--- config.mk ---
export PLATFORM = sky130hd
export DESIGN_NAME = cubic_julia_escape_time_ray_flat
export DESIGN_NICKNAME = d
export VERILOG_FILES = /design/src/design/cje_pkg.sv /design/src/design/cje_ifs.sv /design/src/design/cje_datapath.sv /design/src/design/cje_ctrl.sv /design/src/design/cubic_julia_escape_time_ray.sv /design/src/flat_wrapper.sv
export SDC_FILE = /design/constraint.sdc
export NUM_CORES = 2
export LEC_CHECK = 0
export ABC_CLOCK_PERIOD_IN_PS = 12850
export CAP_MARGIN = 25
export CORE_ASPECT_RATIO = 0.9
export CORE_UTILIZATION = 32
export CTS_BUF_LIST = sky130_fd_sc_hd__clkbuf_4
export DETAILED_ROUTE_END_ITERATION = 8
export DONT_BUFFER_PORTS = 1
export GPL_TIMING_DRIVEN = 0
export PLACE_DENSITY = 0.44
export SYNTH_ARGS = -nofsm -noshare
export SYNTH_HDL_FRONTEND = slang
export SYNTH_SLANG_ARGS = --single-unit
--- constraint.sdc ---
create_clock -name clk -period 12.85 [get_ports clk]
set_input_delay 1.285 -clock clk [delete_from_list [all_inputs] [get_ports clk]]
set_output_delay 1.285 -clock clk [all_outputs]
set_load 0.02 [all_outputs]
--- src/design/cje_pkg.sv ---
// shared types, codes and the operation program of the cubic julia engine
package cje_pkg;

  // operand and destination codes of the datapath
  typedef logic [3:0] opnd_t;
  localparam opnd_t OPD_ZR  = 4'd0;
  localparam opnd_t OPD_ZI  = 4'd1;
  localparam opnd_t OPD_AR  = 4'd2;
  localparam opnd_t OPD_AI  = 4'd3;
  localparam opnd_t OPD_BR  = 4'd4;
  localparam opnd_t OPD_BI  = 4'd5;
  localparam opnd_t OPD_RR  = 4'd6;
  localparam opnd_t OPD_RI  = 4'd7;
  localparam opnd_t OPD_ONE = 4'd8;
  localparam opnd_t OPD_T0  = 4'd9;
  localparam opnd_t OPD_T1  = 4'd10;
  localparam opnd_t OPD_T2  = 4'd11;
  localparam opnd_t OPD_T3  = 4'd12;
  localparam opnd_t OPD_T4  = 4'd13;
  localparam opnd_t OPD_T5  = 4'd14;

  // operation kinds
  typedef logic [1:0] opk_t;
  localparam opk_t OPK_MUL = 2'd0;
  localparam opk_t OPK_ADD = 2'd1;
  localparam opk_t OPK_SUB = 2'd2;

  typedef struct packed {
    opk_t  kind;
    opnd_t dst;
    opnd_t src_a;
    opnd_t src_b;
  } uop_t;

  localparam int PC_W = 5;
  typedef logic [PC_W-1:0] pc_t;

  // program segments
  localparam pc_t BND_FIRST = 5'd0;
  localparam pc_t BND_LAST  = 5'd2;
  localparam pc_t MAP_FIRST = 5'd3;
  localparam pc_t MAP_LAST  = 5'd22;
  localparam pc_t RAY_FIRST = 5'd23;
  localparam pc_t RAY_LAST  = 5'd25;

  // configuration register indexes
  localparam logic [7:0] CFG_A_RE  = 8'd0;
  localparam logic [7:0] CFG_A_IM  = 8'd1;
  localparam logic [7:0] CFG_B_RE  = 8'd2;
  localparam logic [7:0] CFG_B_IM  = 8'd3;
  localparam logic [7:0] CFG_BOUND = 8'd4;
  localparam logic [7:0] CFG_R_RE  = 8'd5;
  localparam logic [7:0] CFG_R_IM  = 8'd6;
  localparam logic [7:0] CFG_LIMIT = 8'd7;

  // reset values in q.32 form, scaled to the fraction width at the top level
  localparam longint Q32_A_RE  = -64'sd6442450944;
  localparam longint Q32_A_IM  = -64'sd2147483648;
  localparam longint Q32_B_RE  = 64'sd2147483648;
  localparam longint Q32_B_IM  = 64'sd6442450944;
  localparam longint Q32_BOUND = 64'sd3955727586138;
  localparam longint Q32_R_RE  = 64'sd865085870;
  localparam longint Q32_R_IM  = -64'sd5330900523;
  localparam logic [15:0] RST_LIMIT = 16'd100;

  // color encoding
  localparam int COLOR_STEP = 4;
  localparam logic [19:0] COLOR_RAY_OFS = 20'd11;
  localparam logic [19:0] COLOR_INSIDE  = 20'hFFFFF;

  // controller to datapath commands
  typedef struct packed {
    logic load;
    logic start;
    uop_t uop;
  } dp_cmd_t;

  // datapath status back to the controller
  typedef struct packed {
    logic done;
    logic sat;
    logic t0_neg;
    logic t0_ge;
  } dp_sts_t;

  // finished item summary from the controller
  typedef struct packed {
    logic        fin;
    logic        in_set;
    logic        map_mode;
    logic [15:0] iter;
  } ctl_res_t;

  function automatic logic [63:0] scale_q32(longint v, int frac);
    logic [63:0] r;
    if (frac >= 32) begin
      r = 64'(v <<< (frac - 32));
    end else begin
      r = 64'(v >>> (32 - frac));
    end
    return r;
  endfunction

  function automatic uop_t mk(opk_t k, opnd_t d, opnd_t a, opnd_t b);
    uop_t u;
    u.kind = k;
    u.dst = d;
    u.src_a = a;
    u.src_b = b;
    return u;
  endfunction

  // operation program: bound test, one map step, ray side
  function automatic uop_t prog_rom(pc_t pc);
    uop_t u;
    unique case (pc)
      5'd0:    u = mk(OPK_MUL, OPD_T0, OPD_ZR, OPD_ZR);
      5'd1:    u = mk(OPK_MUL, OPD_T1, OPD_ZI, OPD_ZI);
      5'd2:    u = mk(OPK_ADD, OPD_T0, OPD_T0, OPD_T1);
      5'd3:    u = mk(OPK_MUL, OPD_T0, OPD_ZR, OPD_ZR);
      5'd4:    u = mk(OPK_MUL, OPD_T1, OPD_ZI, OPD_ZI);
      5'd5:    u = mk(OPK_SUB, OPD_T2, OPD_T0, OPD_T1);
      5'd6:    u = mk(OPK_MUL, OPD_T0, OPD_ZR, OPD_ZI);
      5'd7:    u = mk(OPK_ADD, OPD_T3, OPD_T0, OPD_T0);
      5'd8:    u = mk(OPK_MUL, OPD_T0, OPD_AR, OPD_ZR);
      5'd9:    u = mk(OPK_MUL, OPD_T1, OPD_AI, OPD_ZI);
      5'd10:   u = mk(OPK_SUB, OPD_T0, OPD_T0, OPD_T1);
      5'd11:   u = mk(OPK_ADD, OPD_T4, OPD_T0, OPD_BR);
      5'd12:   u = mk(OPK_MUL, OPD_T0, OPD_AI, OPD_ZR);
      5'd13:   u = mk(OPK_MUL, OPD_T1, OPD_AR, OPD_ZI);
      5'd14:   u = mk(OPK_ADD, OPD_T0, OPD_T0, OPD_T1);
      5'd15:   u = mk(OPK_ADD, OPD_T5, OPD_T0, OPD_BI);
      5'd16:   u = mk(OPK_MUL, OPD_T0, OPD_T2, OPD_T4);
      5'd17:   u = mk(OPK_MUL, OPD_T1, OPD_T3, OPD_T5);
      5'd18:   u = mk(OPK_SUB, OPD_T0, OPD_T0, OPD_T1);
      5'd19:   u = mk(OPK_ADD, OPD_ZR, OPD_T0, OPD_ONE);
      5'd20:   u = mk(OPK_MUL, OPD_T0, OPD_T3, OPD_T4);
      5'd21:   u = mk(OPK_MUL, OPD_T1, OPD_T2, OPD_T5);
      5'd22:   u = mk(OPK_ADD, OPD_ZI, OPD_T0, OPD_T1);
      5'd23:   u = mk(OPK_MUL, OPD_T0, OPD_ZR, OPD_RI);
      5'd24:   u = mk(OPK_MUL, OPD_T1, OPD_ZI, OPD_RR);
      5'd25:   u = mk(OPK_ADD, OPD_T0, OPD_T0, OPD_T1);
      default: u = mk(OPK_ADD, OPD_T0, OPD_T0, OPD_T1);
    endcase
    return u;
  endfunction

endpackage

--- src/design/cje_ifs.sv ---
// valid/ready channel interfaces of the cubic julia engine

interface cje_in_if #(parameter int WORD_BITS = 48) ();
  logic                        valid;
  logic                        ready;
  logic                        action;
  logic signed [WORD_BITS-1:0] z_re;
  logic signed [WORD_BITS-1:0] z_im;
  modport source (output valid, action, z_re, z_im, input ready);
  modport sink (input valid, action, z_re, z_im, output ready);
endinterface

interface cje_out_if #(parameter int WORD_BITS = 48) ();
  logic                        valid;
  logic                        ready;
  logic                        inside_res;
  logic [15:0]                 iterations;
  logic                        ray_side;
  logic signed [19:0]          color_index;
  logic signed [WORD_BITS-1:0] mapped_re;
  logic signed [WORD_BITS-1:0] mapped_im;
  modport source (output valid, inside_res, iterations, ray_side, color_index,
                  mapped_re, mapped_im, input ready);
  modport sink (input valid, inside_res, iterations, ray_side, color_index,
                mapped_re, mapped_im, output ready);
endinterface

interface cje_cfg_if #(parameter int WORD_BITS = 48) ();
  logic                 valid;
  logic                 ready;
  logic [7:0]           index;
  logic [WORD_BITS-1:0] data;
  modport source (output valid, index, data, input ready);
  modport sink (input valid, index, data, output ready);
endinterface

--- src/design/cje_datapath.sv ---
// fixed-point complex datapath: temporaries, saturating adder, sequential multiplier
module cje_datapath
  import cje_pkg::*;
#(
  parameter int FRAC_BITS = 32,
  parameter int WORD_BITS = 48
) (
  input  logic                        clk,
  input  logic                        rst_n,
  input  dp_cmd_t                     cmd,
  input  logic signed [WORD_BITS-1:0] in_z_re,
  input  logic signed [WORD_BITS-1:0] in_z_im,
  input  logic signed [WORD_BITS-1:0] coef_a_re,
  input  logic signed [WORD_BITS-1:0] coef_a_im,
  input  logic signed [WORD_BITS-1:0] coef_b_re,
  input  logic signed [WORD_BITS-1:0] coef_b_im,
  input  logic signed [WORD_BITS-1:0] root_a_re,
  input  logic signed [WORD_BITS-1:0] root_a_im,
  input  logic [WORD_BITS-2:0]        escape_bound,
  output dp_sts_t                     sts,
  output logic signed [WORD_BITS-1:0] z_re,
  output logic signed [WORD_BITS-1:0] z_im
);

  localparam int W     = WORD_BITS;
  localparam int H     = (WORD_BITS + 1) / 2;
  localparam int PW    = 2 * H;
  localparam int ACC_W = 4 * H;
  localparam logic signed [W-1:0] ONE  = W'(1) << FRAC_BITS;
  localparam logic signed [W-1:0] VMAX = {1'b0, {(W-1){1'b1}}};
  localparam logic signed [W-1:0] VMIN = {1'b1, {(W-1){1'b0}}};

  logic signed [W-1:0] zr_r, zi_r, t0_r, t1_r, t2_r, t3_r, t4_r, t5_r;
  logic                sat_r, sat_nxt;
  logic [W-1:0]        ma_r, mb_r;
  logic                neg_r;
  logic [ACC_W-1:0]    acc_r, acc_nxt;
  logic [2:0]          step_r;
  logic                busy_r;
  logic                done_r;
  opnd_t               dst_r;

  logic signed [W-1:0] opa, opb;
  logic signed [W:0]   sum_ext;
  logic signed [W-1:0] add_res;
  logic                add_sat;
  logic [H-1:0]        xs, ys;
  logic [PW-1:0]       pp;
  logic [ACC_W-1:0]    pp_ext;
  logic [ACC_W-1:0]    q, qq;
  logic                rem;
  logic signed [W-1:0] mul_res;
  logic                mul_sat;
  logic                wr_en;
  opnd_t               wr_dst;
  logic signed [W-1:0] wr_val;

  // operand select
  function automatic logic signed [W-1:0] fetch(opnd_t c, logic signed [W-1:0] zr,
      logic signed [W-1:0] zi, logic signed [W-1:0] t0, logic signed [W-1:0] t1,
      logic signed [W-1:0] t2, logic signed [W-1:0] t3, logic signed [W-1:0] t4,
      logic signed [W-1:0] t5, logic signed [W-1:0] ar, logic signed [W-1:0] ai,
      logic signed [W-1:0] br, logic signed [W-1:0] bi, logic signed [W-1:0] rr,
      logic signed [W-1:0] ri);
    logic signed [W-1:0] v;
    unique case (c)
      OPD_ZR:  v = zr;
      OPD_ZI:  v = zi;
      OPD_AR:  v = ar;
      OPD_AI:  v = ai;
      OPD_BR:  v = br;
      OPD_BI:  v = bi;
      OPD_RR:  v = rr;
      OPD_RI:  v = ri;
      OPD_ONE: v = ONE;
      OPD_T0:  v = t0;
      OPD_T1:  v = t1;
      OPD_T2:  v = t2;
      OPD_T3:  v = t3;
      OPD_T4:  v = t4;
      OPD_T5:  v = t5;
      default: v = '0;
    endcase
    return v;
  endfunction

  always_comb begin
    opa = fetch(cmd.uop.src_a, zr_r, zi_r, t0_r, t1_r, t2_r, t3_r, t4_r, t5_r,
                coef_a_re, coef_a_im, coef_b_re, coef_b_im, root_a_re, root_a_im);
    opb = fetch(cmd.uop.src_b, zr_r, zi_r, t0_r, t1_r, t2_r, t3_r, t4_r, t5_r,
                coef_a_re, coef_a_im, coef_b_re, coef_b_im, root_a_re, root_a_im);
  end

  // saturating add and subtract
  always_comb begin
    if (cmd.uop.kind == OPK_SUB) begin
      sum_ext = {opa[W-1], opa} - {opb[W-1], opb};
    end else begin
      sum_ext = {opa[W-1], opa} + {opb[W-1], opb};
    end
    add_sat = sum_ext[W] ^ sum_ext[W-1];
    add_res = add_sat ? (sum_ext[W] ? VMIN : VMAX) : sum_ext[W-1:0];
  end

  // one half-word partial product per cycle
  always_comb begin
    xs = step_r[0] ? H'(ma_r >> H) : ma_r[H-1:0];
    ys = step_r[1] ? H'(mb_r >> H) : mb_r[H-1:0];
    pp = PW'(xs) * PW'(ys);
    pp_ext = ACC_W'(pp);
    unique case ({1'b0, step_r[0]} + {1'b0, step_r[1]})
      2'd0:    acc_nxt = acc_r + pp_ext;
      2'd1:    acc_nxt = acc_r + (pp_ext << H);
      default: acc_nxt = acc_r + (pp_ext << (2 * H));
    endcase
  end

  // scale back, round toward minus infinity, saturate
  always_comb begin
    q   = acc_r >> FRAC_BITS;
    rem = |acc_r[FRAC_BITS-1:0];
    qq  = q + ACC_W'(rem);
    if (neg_r) begin
      mul_sat = (|qq[ACC_W-1:W]) || (qq[W-1] && (|qq[W-2:0]));
      mul_res = mul_sat ? VMIN : (~q[W-1:0] + W'(!rem));
    end else begin
      mul_sat = |q[ACC_W-1:W-1];
      mul_res = mul_sat ? VMAX : q[W-1:0];
    end
  end

  // result write port
  always_comb begin
    wr_en   = 1'b0;
    wr_dst  = cmd.uop.dst;
    wr_val  = add_res;
    sat_nxt = sat_r;
    if (busy_r && step_r == 3'd4) begin
      wr_en  = 1'b1;
      wr_dst = dst_r;
      wr_val = mul_res;
      sat_nxt = sat_r | mul_sat;
    end else if (cmd.start && cmd.uop.kind != OPK_MUL) begin
      wr_en  = 1'b1;
      sat_nxt = sat_r | add_sat;
    end
  end

  // temporaries and point registers
  always_ff @(posedge clk) begin
    if (cmd.load) begin
      zr_r <= in_z_re;
      zi_r <= in_z_im;
    end else if (wr_en) begin
      unique case (wr_dst)
        OPD_ZR:  zr_r <= wr_val;
        OPD_ZI:  zi_r <= wr_val;
        OPD_T0:  t0_r <= wr_val;
        OPD_T1:  t1_r <= wr_val;
        OPD_T2:  t2_r <= wr_val;
        OPD_T3:  t3_r <= wr_val;
        OPD_T4:  t4_r <= wr_val;
        OPD_T5:  t5_r <= wr_val;
        default: t0_r <= t0_r;
      endcase
    end
  end

  // multiplier operands and accumulator
  always_ff @(posedge clk) begin
    if (cmd.start && cmd.uop.kind == OPK_MUL) begin
      ma_r  <= opa[W-1] ? (~opa + W'(1)) : opa;
      mb_r  <= opb[W-1] ? (~opb + W'(1)) : opb;
      neg_r <= opa[W-1] ^ opb[W-1];
      dst_r <= cmd.uop.dst;
      acc_r <= '0;
    end else if (busy_r && step_r != 3'd4) begin
      acc_r <= acc_nxt;
    end
  end

  // control of the multiplier and the sticky saturation flag
  always_ff @(posedge clk) begin
    if (!rst_n) begin
      busy_r <= 1'b0;
      step_r <= '0;
      done_r <= 1'b0;
      sat_r  <= 1'b0;
    end else begin
      done_r <= 1'b0;
      if (cmd.load) begin
        sat_r <= 1'b0;
      end else begin
        sat_r <= sat_nxt;
      end
      if (cmd.start && cmd.uop.kind == OPK_MUL) begin
        busy_r <= 1'b1;
        step_r <= '0;
      end else if (cmd.start) begin
        done_r <= 1'b1;
      end else if (busy_r) begin
        if (step_r == 3'd4) begin
          busy_r <= 1'b0;
          done_r <= 1'b1;
        end else begin
          step_r <= step_r + 3'd1;
        end
      end
    end
  end

  assign sts.done   = done_r;
  assign sts.sat    = sat_r;
  assign sts.t0_neg = t0_r[W-1];
  assign sts.t0_ge  = t0_r >= {1'b0, escape_bound};
  assign z_re = zr_r;
  assign z_im = zi_r;

endmodule

--- src/design/cje_ctrl.sv ---
// controller: item flow, iteration count and program sequencing
module cje_ctrl
  import cje_pkg::*;
(
  input  logic        clk,
  input  logic        rst_n,
  input  logic        in_fire,
  input  logic        in_action,
  input  logic [15:0] limit,
  input  logic        out_free,
  input  dp_sts_t     sts,
  output logic        in_ready,
  output dp_cmd_t     cmd,
  output ctl_res_t    res
);

  localparam logic [2:0] S_IDLE  = 3'd0;
  localparam logic [2:0] S_CHECK = 3'd1;
  localparam logic [2:0] S_ISSUE = 3'd2;
  localparam logic [2:0] S_WAIT  = 3'd3;
  localparam logic [2:0] S_DONE  = 3'd4;

  logic [2:0]  state_r, state_nxt;
  pc_t         pc_r, pc_nxt;
  logic [15:0] iter_r, iter_nxt;
  logic        map_r, map_nxt;
  logic        inside_r, inside_nxt;

  // next state
  always_comb begin
    state_nxt    = state_r;
    pc_nxt       = pc_r;
    iter_nxt     = iter_r;
    map_nxt      = map_r;
    inside_nxt   = inside_r;
    in_ready     = 1'b0;
    cmd.load     = 1'b0;
    cmd.start    = 1'b0;
    cmd.uop      = prog_rom(pc_r);
    res.fin      = 1'b0;
    res.in_set   = inside_r;
    res.map_mode = map_r;
    res.iter     = iter_r;
    unique case (state_r)
      S_IDLE: begin
        in_ready = 1'b1;
        if (in_fire) begin
          cmd.load   = 1'b1;
          map_nxt    = in_action;
          iter_nxt   = '0;
          inside_nxt = 1'b0;
          if (in_action) begin
            pc_nxt    = MAP_FIRST;
            state_nxt = S_ISSUE;
          end else begin
            state_nxt = S_CHECK;
          end
        end
      end
      S_CHECK: begin
        if (iter_r >= limit) begin
          inside_nxt = 1'b1;
          state_nxt  = S_DONE;
        end else begin
          pc_nxt    = BND_FIRST;
          state_nxt = S_ISSUE;
        end
      end
      S_ISSUE: begin
        cmd.start = 1'b1;
        state_nxt = S_WAIT;
      end
      S_WAIT: begin
        if (sts.done) begin
          priority if (pc_r == BND_LAST) begin
            pc_nxt    = (sts.sat || sts.t0_ge) ? RAY_FIRST : MAP_FIRST;
            state_nxt = S_ISSUE;
          end else if (pc_r == MAP_LAST) begin
            if (map_r) begin
              state_nxt = S_DONE;
            end else begin
              iter_nxt  = iter_r + 16'd1;
              state_nxt = S_CHECK;
            end
          end else if (pc_r == RAY_LAST) begin
            state_nxt = S_DONE;
          end else begin
            pc_nxt    = pc_r + 5'd1;
            state_nxt = S_ISSUE;
          end
        end
      end
      S_DONE: begin
        res.fin = 1'b1;
        if (out_free) begin
          state_nxt = S_IDLE;
        end
      end
      default: state_nxt = S_IDLE;
    endcase
  end

  always_ff @(posedge clk) begin
    if (!rst_n) begin
      state_r  <= S_IDLE;
      pc_r     <= '0;
      iter_r   <= '0;
      map_r    <= 1'b0;
      inside_r <= 1'b0;
    end else begin
      state_r  <= state_nxt;
      pc_r     <= pc_nxt;
      iter_r   <= iter_nxt;
      map_r    <= map_nxt;
      inside_r <= inside_nxt;
    end
  end

  // datapath completes only an operation that was issued
  a_done_in_wait: assert property (@(posedge clk) disable iff (!rst_n)
    sts.done |-> state_r == S_WAIT)
    else $error("datapath done outside wait");

  // every issue is followed by a wait for its result
  a_start_waits: assert property (@(posedge clk) disable iff (!rst_n)
    cmd.start |=> state_r == S_WAIT)
    else $error("issue not followed by wait");

  // a finished item is held until the output register takes it
  a_done_holds: assert property (@(posedge clk) disable iff (!rst_n)
    (state_r == S_DONE && !out_free) |=> state_r == S_DONE)
    else $error("finished item dropped");

  // items are only loaded while idle
  a_load_idle: assert property (@(posedge clk) disable iff (!rst_n)
    cmd.load |-> (state_r == S_IDLE && !cmd.start))
    else $error("load outside idle");

endmodule

--- src/design/cubic_julia_escape_time_ray.sv ---
// top level of the cubic julia escape-time engine with ray coloring
//
// Channels: in_ch takes an item (action, z_re, z_im); out_ch returns one
// result item per input item; cfg_ch writes the eight configuration
// registers by index (writes beyond index 7 are dropped), always ready.
// Action 0 iterates f(z) = z^2*(a*z+b)+1 until |z|^2 reaches the bound,
// a saturation occurs or the iteration limit is hit; action 1 returns f(z).
// One shared multiplier forms a product in steps (issue, four
// half-word partial products, result write, completion seen); an add or
// subtract writes its result as it is issued. One iteration is a limit
// check, a bound test and a map step; a map item runs a single map step.
// The multiplier products take most of the run time. One item is in work
// at a time; the next item is accepted while a finished result still
// waits in the output register.
// Reset (synchronous, active low) loads the default coefficients and
// clears the control; no item is pending afterwards.
// When the receiver stalls, the result stays in the output register and
// a second finished item waits in the controller until the register frees.
module cubic_julia_escape_time_ray
  import cje_pkg::*;
#(
  parameter int FRAC_BITS = 32,
  parameter int WORD_BITS = 48
) (
  input  logic       clk,
  input  logic       rst_n,
  cje_in_if.sink     in_ch,
  cje_out_if.source  out_ch,
  cje_cfg_if.sink    cfg_ch
);

  localparam int W = WORD_BITS;
  localparam logic signed [W-1:0] RST_A_RE  = W'(scale_q32(Q32_A_RE, FRAC_BITS));
  localparam logic signed [W-1:0] RST_A_IM  = W'(scale_q32(Q32_A_IM, FRAC_BITS));
  localparam logic signed [W-1:0] RST_B_RE  = W'(scale_q32(Q32_B_RE, FRAC_BITS));
  localparam logic signed [W-1:0] RST_B_IM  = W'(scale_q32(Q32_B_IM, FRAC_BITS));
  localparam logic signed [W-1:0] RST_R_RE  = W'(scale_q32(Q32_R_RE, FRAC_BITS));
  localparam logic signed [W-1:0] RST_R_IM  = W'(scale_q32(Q32_R_IM, FRAC_BITS));
  localparam logic [W-2:0]        RST_BOUND = (W-1)'(scale_q32(Q32_BOUND, FRAC_BITS));

  logic signed [W-1:0] a_re_r, a_im_r, b_re_r, b_im_r, r_re_r, r_im_r;
  logic [W-2:0]        bound_r;
  logic [15:0]         limit_r;

  logic                out_valid_r;
  logic                inside_r, side_r;
  logic [15:0]         iter_r;
  logic signed [19:0]  color_r;
  logic signed [W-1:0] map_re_r, map_im_r;

  dp_cmd_t             cmd;
  dp_sts_t             sts;
  ctl_res_t            res;
  logic                in_ready;
  logic                out_free;
  logic signed [W-1:0] dp_z_re, dp_z_im;
  logic [19:0]         color_esc;

  // configuration registers
  assign cfg_ch.ready = 1'b1;
  always_ff @(posedge clk) begin
    if (!rst_n) begin
      a_re_r  <= RST_A_RE;
      a_im_r  <= RST_A_IM;
      b_re_r  <= RST_B_RE;
      b_im_r  <= RST_B_IM;
      bound_r <= RST_BOUND;
      r_re_r  <= RST_R_RE;
      r_im_r  <= RST_R_IM;
      limit_r <= RST_LIMIT;
    end else if (cfg_ch.valid) begin
      unique case (cfg_ch.index)
        CFG_A_RE:  a_re_r  <= cfg_ch.data;
        CFG_A_IM:  a_im_r  <= cfg_ch.data;
        CFG_B_RE:  b_re_r  <= cfg_ch.data;
        CFG_B_IM:  b_im_r  <= cfg_ch.data;
        CFG_BOUND: bound_r <= cfg_ch.data[W-2:0];
        CFG_R_RE:  r_re_r  <= cfg_ch.data;
        CFG_R_IM:  r_im_r  <= cfg_ch.data;
        CFG_LIMIT: limit_r <= cfg_ch.data[15:0];
        default:   limit_r <= limit_r;
      endcase
    end
  end

  assign in_ch.ready = in_ready;
  assign out_free    = !out_valid_r || out_ch.ready;

  cje_ctrl u_ctrl (
    .clk       (clk),
    .rst_n     (rst_n),
    .in_fire   (in_ch.valid && in_ready),
    .in_action (in_ch.action),
    .limit     (limit_r),
    .out_free  (out_free),
    .sts       (sts),
    .in_ready  (in_ready),
    .cmd       (cmd),
    .res       (res)
  );

  cje_datapath #(
    .FRAC_BITS (FRAC_BITS),
    .WORD_BITS (WORD_BITS)
  ) u_dp (
    .clk          (clk),
    .rst_n        (rst_n),
    .cmd          (cmd),
    .in_z_re      (in_ch.z_re),
    .in_z_im      (in_ch.z_im),
    .coef_a_re    (a_re_r),
    .coef_a_im    (a_im_r),
    .coef_b_re    (b_re_r),
    .coef_b_im    (b_im_r),
    .root_a_re    (r_re_r),
    .root_a_im    (r_im_r),
    .escape_bound (bound_r),
    .sts          (sts),
    .z_re         (dp_z_re),
    .z_im         (dp_z_im)
  );

  // color of an escaped point
  assign color_esc = 20'(res.iter * COLOR_STEP) + (sts.t0_neg ? COLOR_RAY_OFS : 20'd0);

  // output register
  always_ff @(posedge clk) begin
    if (!rst_n) begin
      out_valid_r <= 1'b0;
    end else if (res.fin && out_free) begin
      out_valid_r <= 1'b1;
    end else if (out_ch.ready) begin
      out_valid_r <= 1'b0;
    end
  end

  always_ff @(posedge clk) begin
    if (res.fin && out_free) begin
      priority if (res.map_mode) begin
        inside_r <= 1'b0;
        iter_r   <= '0;
        side_r   <= 1'b0;
        color_r  <= '0;
        map_re_r <= dp_z_re;
        map_im_r <= dp_z_im;
      end else if (res.in_set) begin
        inside_r <= 1'b1;
        iter_r   <= '0;
        side_r   <= 1'b0;
        color_r  <= COLOR_INSIDE;
        map_re_r <= '0;
        map_im_r <= '0;
      end else begin
        inside_r <= 1'b0;
        iter_r   <= res.iter;
        side_r   <= sts.t0_neg;
        color_r  <= color_esc;
        map_re_r <= '0;
        map_im_r <= '0;
      end
    end
  end

  assign out_ch.valid       = out_valid_r;
  assign out_ch.inside_res  = inside_r;
  assign out_ch.iterations  = iter_r;
  assign out_ch.ray_side    = side_r;
  assign out_ch.color_index = color_r;
  assign out_ch.mapped_re   = map_re_r;
  assign out_ch.mapped_im   = map_im_r;

endmodule
--- src/flat_wrapper.sv ---
// flat-port wrapper written by rule: the top's interface ports become plain ports
module cubic_julia_escape_time_ray_flat import cje_pkg::*;
#(
  parameter int FRAC_BITS = 32,
  parameter int WORD_BITS = 48
)
  (clk, rst_n, in_ch_valid, in_ch_action, in_ch_z_re, in_ch_z_im, in_ch_ready, out_ch_valid, out_ch_inside_res, out_ch_iterations, out_ch_ray_side, out_ch_color_index, out_ch_mapped_re, out_ch_mapped_im, out_ch_ready, cfg_ch_valid, cfg_ch_index, cfg_ch_data, cfg_ch_ready);
  cje_in_if #(.WORD_BITS(WORD_BITS)) in_ch_i ();
  cje_out_if #(.WORD_BITS(WORD_BITS)) out_ch_i ();
  cje_cfg_if #(.WORD_BITS(WORD_BITS)) cfg_ch_i ();
  input  logic clk;
  input  logic rst_n;
  input wire logic [$bits(in_ch_i.valid)-1:0] in_ch_valid;
  input wire logic [$bits(in_ch_i.action)-1:0] in_ch_action;
  input wire logic [$bits(in_ch_i.z_re)-1:0] in_ch_z_re;
  input wire logic [$bits(in_ch_i.z_im)-1:0] in_ch_z_im;
  output wire logic [$bits(in_ch_i.ready)-1:0] in_ch_ready;
  output wire logic [$bits(out_ch_i.valid)-1:0] out_ch_valid;
  output wire logic [$bits(out_ch_i.inside_res)-1:0] out_ch_inside_res;
  output wire logic [$bits(out_ch_i.iterations)-1:0] out_ch_iterations;
  output wire logic [$bits(out_ch_i.ray_side)-1:0] out_ch_ray_side;
  output wire logic [$bits(out_ch_i.color_index)-1:0] out_ch_color_index;
  output wire logic [$bits(out_ch_i.mapped_re)-1:0] out_ch_mapped_re;
  output wire logic [$bits(out_ch_i.mapped_im)-1:0] out_ch_mapped_im;
  input wire logic [$bits(out_ch_i.ready)-1:0] out_ch_ready;
  input wire logic [$bits(cfg_ch_i.valid)-1:0] cfg_ch_valid;
  input wire logic [$bits(cfg_ch_i.index)-1:0] cfg_ch_index;
  input wire logic [$bits(cfg_ch_i.data)-1:0] cfg_ch_data;
  output wire logic [$bits(cfg_ch_i.ready)-1:0] cfg_ch_ready;
  assign in_ch_i.valid = in_ch_valid;
  assign in_ch_i.action = in_ch_action;
  assign in_ch_i.z_re = in_ch_z_re;
  assign in_ch_i.z_im = in_ch_z_im;
  assign in_ch_ready = in_ch_i.ready;
  assign out_ch_valid = out_ch_i.valid;
  assign out_ch_inside_res = out_ch_i.inside_res;
  assign out_ch_iterations = out_ch_i.iterations;
  assign out_ch_ray_side = out_ch_i.ray_side;
  assign out_ch_color_index = out_ch_i.color_index;
  assign out_ch_mapped_re = out_ch_i.mapped_re;
  assign out_ch_mapped_im = out_ch_i.mapped_im;
  assign out_ch_i.ready = out_ch_ready;
  assign cfg_ch_i.valid = cfg_ch_valid;
  assign cfg_ch_i.index = cfg_ch_index;
  assign cfg_ch_i.data = cfg_ch_data;
  assign cfg_ch_ready = cfg_ch_i.ready;
  cubic_julia_escape_time_ray #(.FRAC_BITS(FRAC_BITS), .WORD_BITS(WORD_BITS)) u_core (.clk(clk), .rst_n(rst_n), .in_ch(in_ch_i), .out_ch(out_ch_i), .cfg_ch(cfg_ch_i));
endmodule
==> qor.txt <==
status - completed
Post-synth EDFFs - 617
via count - 93.2k
pin count of the biggest net entering global routing - 69
PortBufs - 0
Routed WL - 641,000 µm
worst reg2reg endpoint - u_core.u_dp.acc_r[52]$_SDFFE_PP0P_
drt first pass iters - 9
vias per inst - 6.24
Row Count - 184
Clock Pin Slew Worst Setup and Hold Paths - 0.08 ns
total congestion overflow - 0
Critical Path End Type - flip-flop
Top reg by flops - u_core.u_dp.acc_r
Clock Sinks - 1,111
reg2reg setup slack - 0.27 ns
Top cell by count, worst path - fa_1
crit share post-route - 0.979
cells after synthesis - 10.3k
core area - 279,000 µm²
Least-Margin Pin Slew - 1.29 ns
critical path peak fanout - 10
Main synth FF type - edfxtp_1
Yosys reg bits - 1,111
Worst path slowest cell - a31oi_1
placed instance area - 99,000 µm²
post-DR wirelength/cell - 42.9 µm
critical path startpoint category - flip-flop
maxcap violations - 0
CTS tree - yes
Ys Warns - 0
Global Route Usage Sum - 0.440
area grow syn2layout - 16.3%
fin. max-slew vios - 0
GP Congestion - 1.11
CP Launch Point - u_core.u_dp.step_r[1]$_SDFFE_PP0P_
Num CTS Buffers - 342
worst hold path type - in -> reg
CTS root buf - clkbuf_4
sequential area share after synthesis - 0.316
# setup viols final - 0
DIE AREA - 283,000 µm²
max frequency - 0.0795 GHz
Final Hold Fails - 0
crit-path max cell delay - 0.62 ns
Async SR Flop Fraction - 0
DRC - 0
syn nets - 11.4k
Worst R2R Path Depth - 43
Clock Tree Buf Depth - 4
kind of critical path - reg -> reg
RSZ-0062 raised after global routing - true
starting DRC count in detailed routing - 14.0k
first-pass GRT wire length - 831,000 µm
share of layout cells above drive strength 1 - 0.128
initial antenna violation count - 88
worst r2r src - u_core.u_dp.step_r[1]$_SDFFE_PP0P_
Critical Path RT - 14.01 ns
DPL Wire Length - 508,000 µm
library cells used by synthesis - 103
max FFs per register - 96
die width - 561 µm
min Tclk post-route - 12.58 ns
WHS - 0.0452 ns
Mean Syn Cell Area - 8.76 µm²
Initial Util - 0.322
Cell Area, Synth - 89,900 µm²
CP endpoint - u_core.u_dp.acc_r[52]$_SDFFE_PP0P_
vias in the first global route - 86.7k
Clock Skew - 0.264 ns
clk_lat worst skew - 1.40 ns
H-tree depth - 5
final instance area - 105,000 µm²
die height - 505 µm
fin nets - 12.0k
crit path DAT - 13.74 ns
post-route ant nets - 0
max_slew headroom - 0.138
# IOs - 295
per-layer routing:
layer / global-route usage / part of all wire / up-vias
li1: - / - / 37900
met1: 0.548 / 0.39 / 46800
met2: 0.643 / 0.42 / 6753
met3: 0.134 / 0.11 / 1719
met4: 0.320 / 0.085 / 36
met5: 0 / 0.00046 / -
critical path, delay by kind of cell (launching register included):
family	cells	cell delay [ns]
buffers and inverters	10	1.40
AO/OA/AOI/OAI	14	4.11
adder cells (fa/ha/maj)	9	4.43
multiplexers	1	0.45
XOR/XNOR	2	0.35
AND/OR/NAND/NOR	7	1.21
flip-flops	1	0.47
worst min path at each step:
stage                                      from                               to  slack (ns)  depth (start not counted)
2_1_floorplan  u_core.u_ctrl.cmd[11]$_SDFF_PP1_   u_core.u_dp.dst_r[3]$_DFFE_PP_        0.43                          0
3_3_place_gp     u_core.limit_r[4]$_SDFFE_PN0P_   u_core.limit_r[4]$_SDFFE_PN0P_        0.44                          2
3_5_place_dp     u_core.limit_r[4]$_SDFFE_PN0P_   u_core.limit_r[4]$_SDFFE_PN0P_        0.45                          2
4_1_cts                         cfg_ch_data[36]  u_core.bound_r[36]$_SDFFE_PN1P_      0.0003                          2
5_1_grt                         cfg_ch_data[16]  u_core.bound_r[16]$_SDFFE_PN0P_        0.05                          2
6_report                        cfg_ch_data[16]   u_core.r_im_r[16]$_SDFFE_PN0P_        0.05                          2
final cells by class:
class	instances	area [µm²]
diodes	75	188
plain buffers	663	3150
clock buffers	489	3670
clock inverters	119	691
fillers	28900	175000
inverters	769	2890
multi-input cells	7716	56700
flip-flops and latches	1111	28400
well taps	3720	4650
repair buffers	288	4170
placed cells by master (no fill, tap or decap), drive strengths merged, types with 237 or more instances in the layout:
| master | instances |
|---|---|
| fa | 486 |
| xnor2 | 266 |
| o21ai | 395 |
| buf | 435 |
| nand3 | 239 |
| dfxtp | 494 |
| nor2 | 810 |
| a22oi | 237 |
| clkbuf | 982 |
| inv | 773 |
| nand2 | 1541 |
| a21oi | 700 |
| edfxtp | 617 |
| ha | 454 |
what timing repair did:
action                                  CTS  global route
pin swaps                                 3             2
hold endpoints to repair                 44             0
buffers inserted                          2             4
hold buffers                             22             0
endpoints found under the setup margin   62            44
resized for setup                       128            78
through the flow:
step	instances	TNS [ns]	util	setup slack [ns]
floorplan	10300	0	-	2.12
global placement	14000	-510.21	0.339	-4.93
detailed placement	14200	-93.18	0.354	-2.50
CTS	14900	0	0.372	0.00875
global route	14900	-0.0124	0.374	-0.0124
finish	15000	0	0.374	0.273
cell families after synthesis:
kind of cell             Yosys count  share of synthesized area
XOR/XNOR                         427                     0.0417
buffers and inverters           1433                     0.0640
AND/OR/NAND/NOR                 3529                      0.179
flip-flops                      1111                      0.316
other                              1                  0.0000417
adder cells (fa/ha/maj)          959                      0.174
AO/OA/AOI/OAI                   2478                      0.186
multiplexers                     322                     0.0392
synth_stat cells (23+ instances only):
cell	number	area, µm²
nand2_1	1541	5780
nor2_1	810	3040
inv_1	765	2870
a21oi_1	700	3500
edfxtp_1	617	18500
clkbuf_1	499	1870
dfxtp_1	494	9890
fa_1	486	9730
ha_1	454	5680
o21ai_0	341	1710
xnor2_1	265	2320
nand3_1	239	1200
a22oi_1	237	1780
mux2i_1	177	1770
and2_1	175	1090
a21o_1	170	1280
xor2_1	161	1410
nor3_1	140	701
mux2_2	117	1320
nand4_1	112	701
a221oi_1	105	920
a22o_1	85	744
nor2b_1	75	469
and3_1	71	444
or3_1	68	425
o22ai_1	67	419
nand2b_1	62	388
a211oi_1	61	458
o211ai_1	59	443
o21a_1	59	443
a32oi_1	58	508
buf_1	54	203
o21ai_1	54	270
a31oi_1	52	325
buf_2	50	250
nor4_1	49	307
o31ai_1	42	315
buf_4	38	285
o21bai_1	35	263
a222oi_1	31	310
nor3b_1	31	233
o221ai_1	31	272
a221o_1	29	290
or2_2	27	169
buf_6	23	259
Power is not shown: default switching activity piles up to over one toggle a cycle in this logic, so the estimate is an artifact.
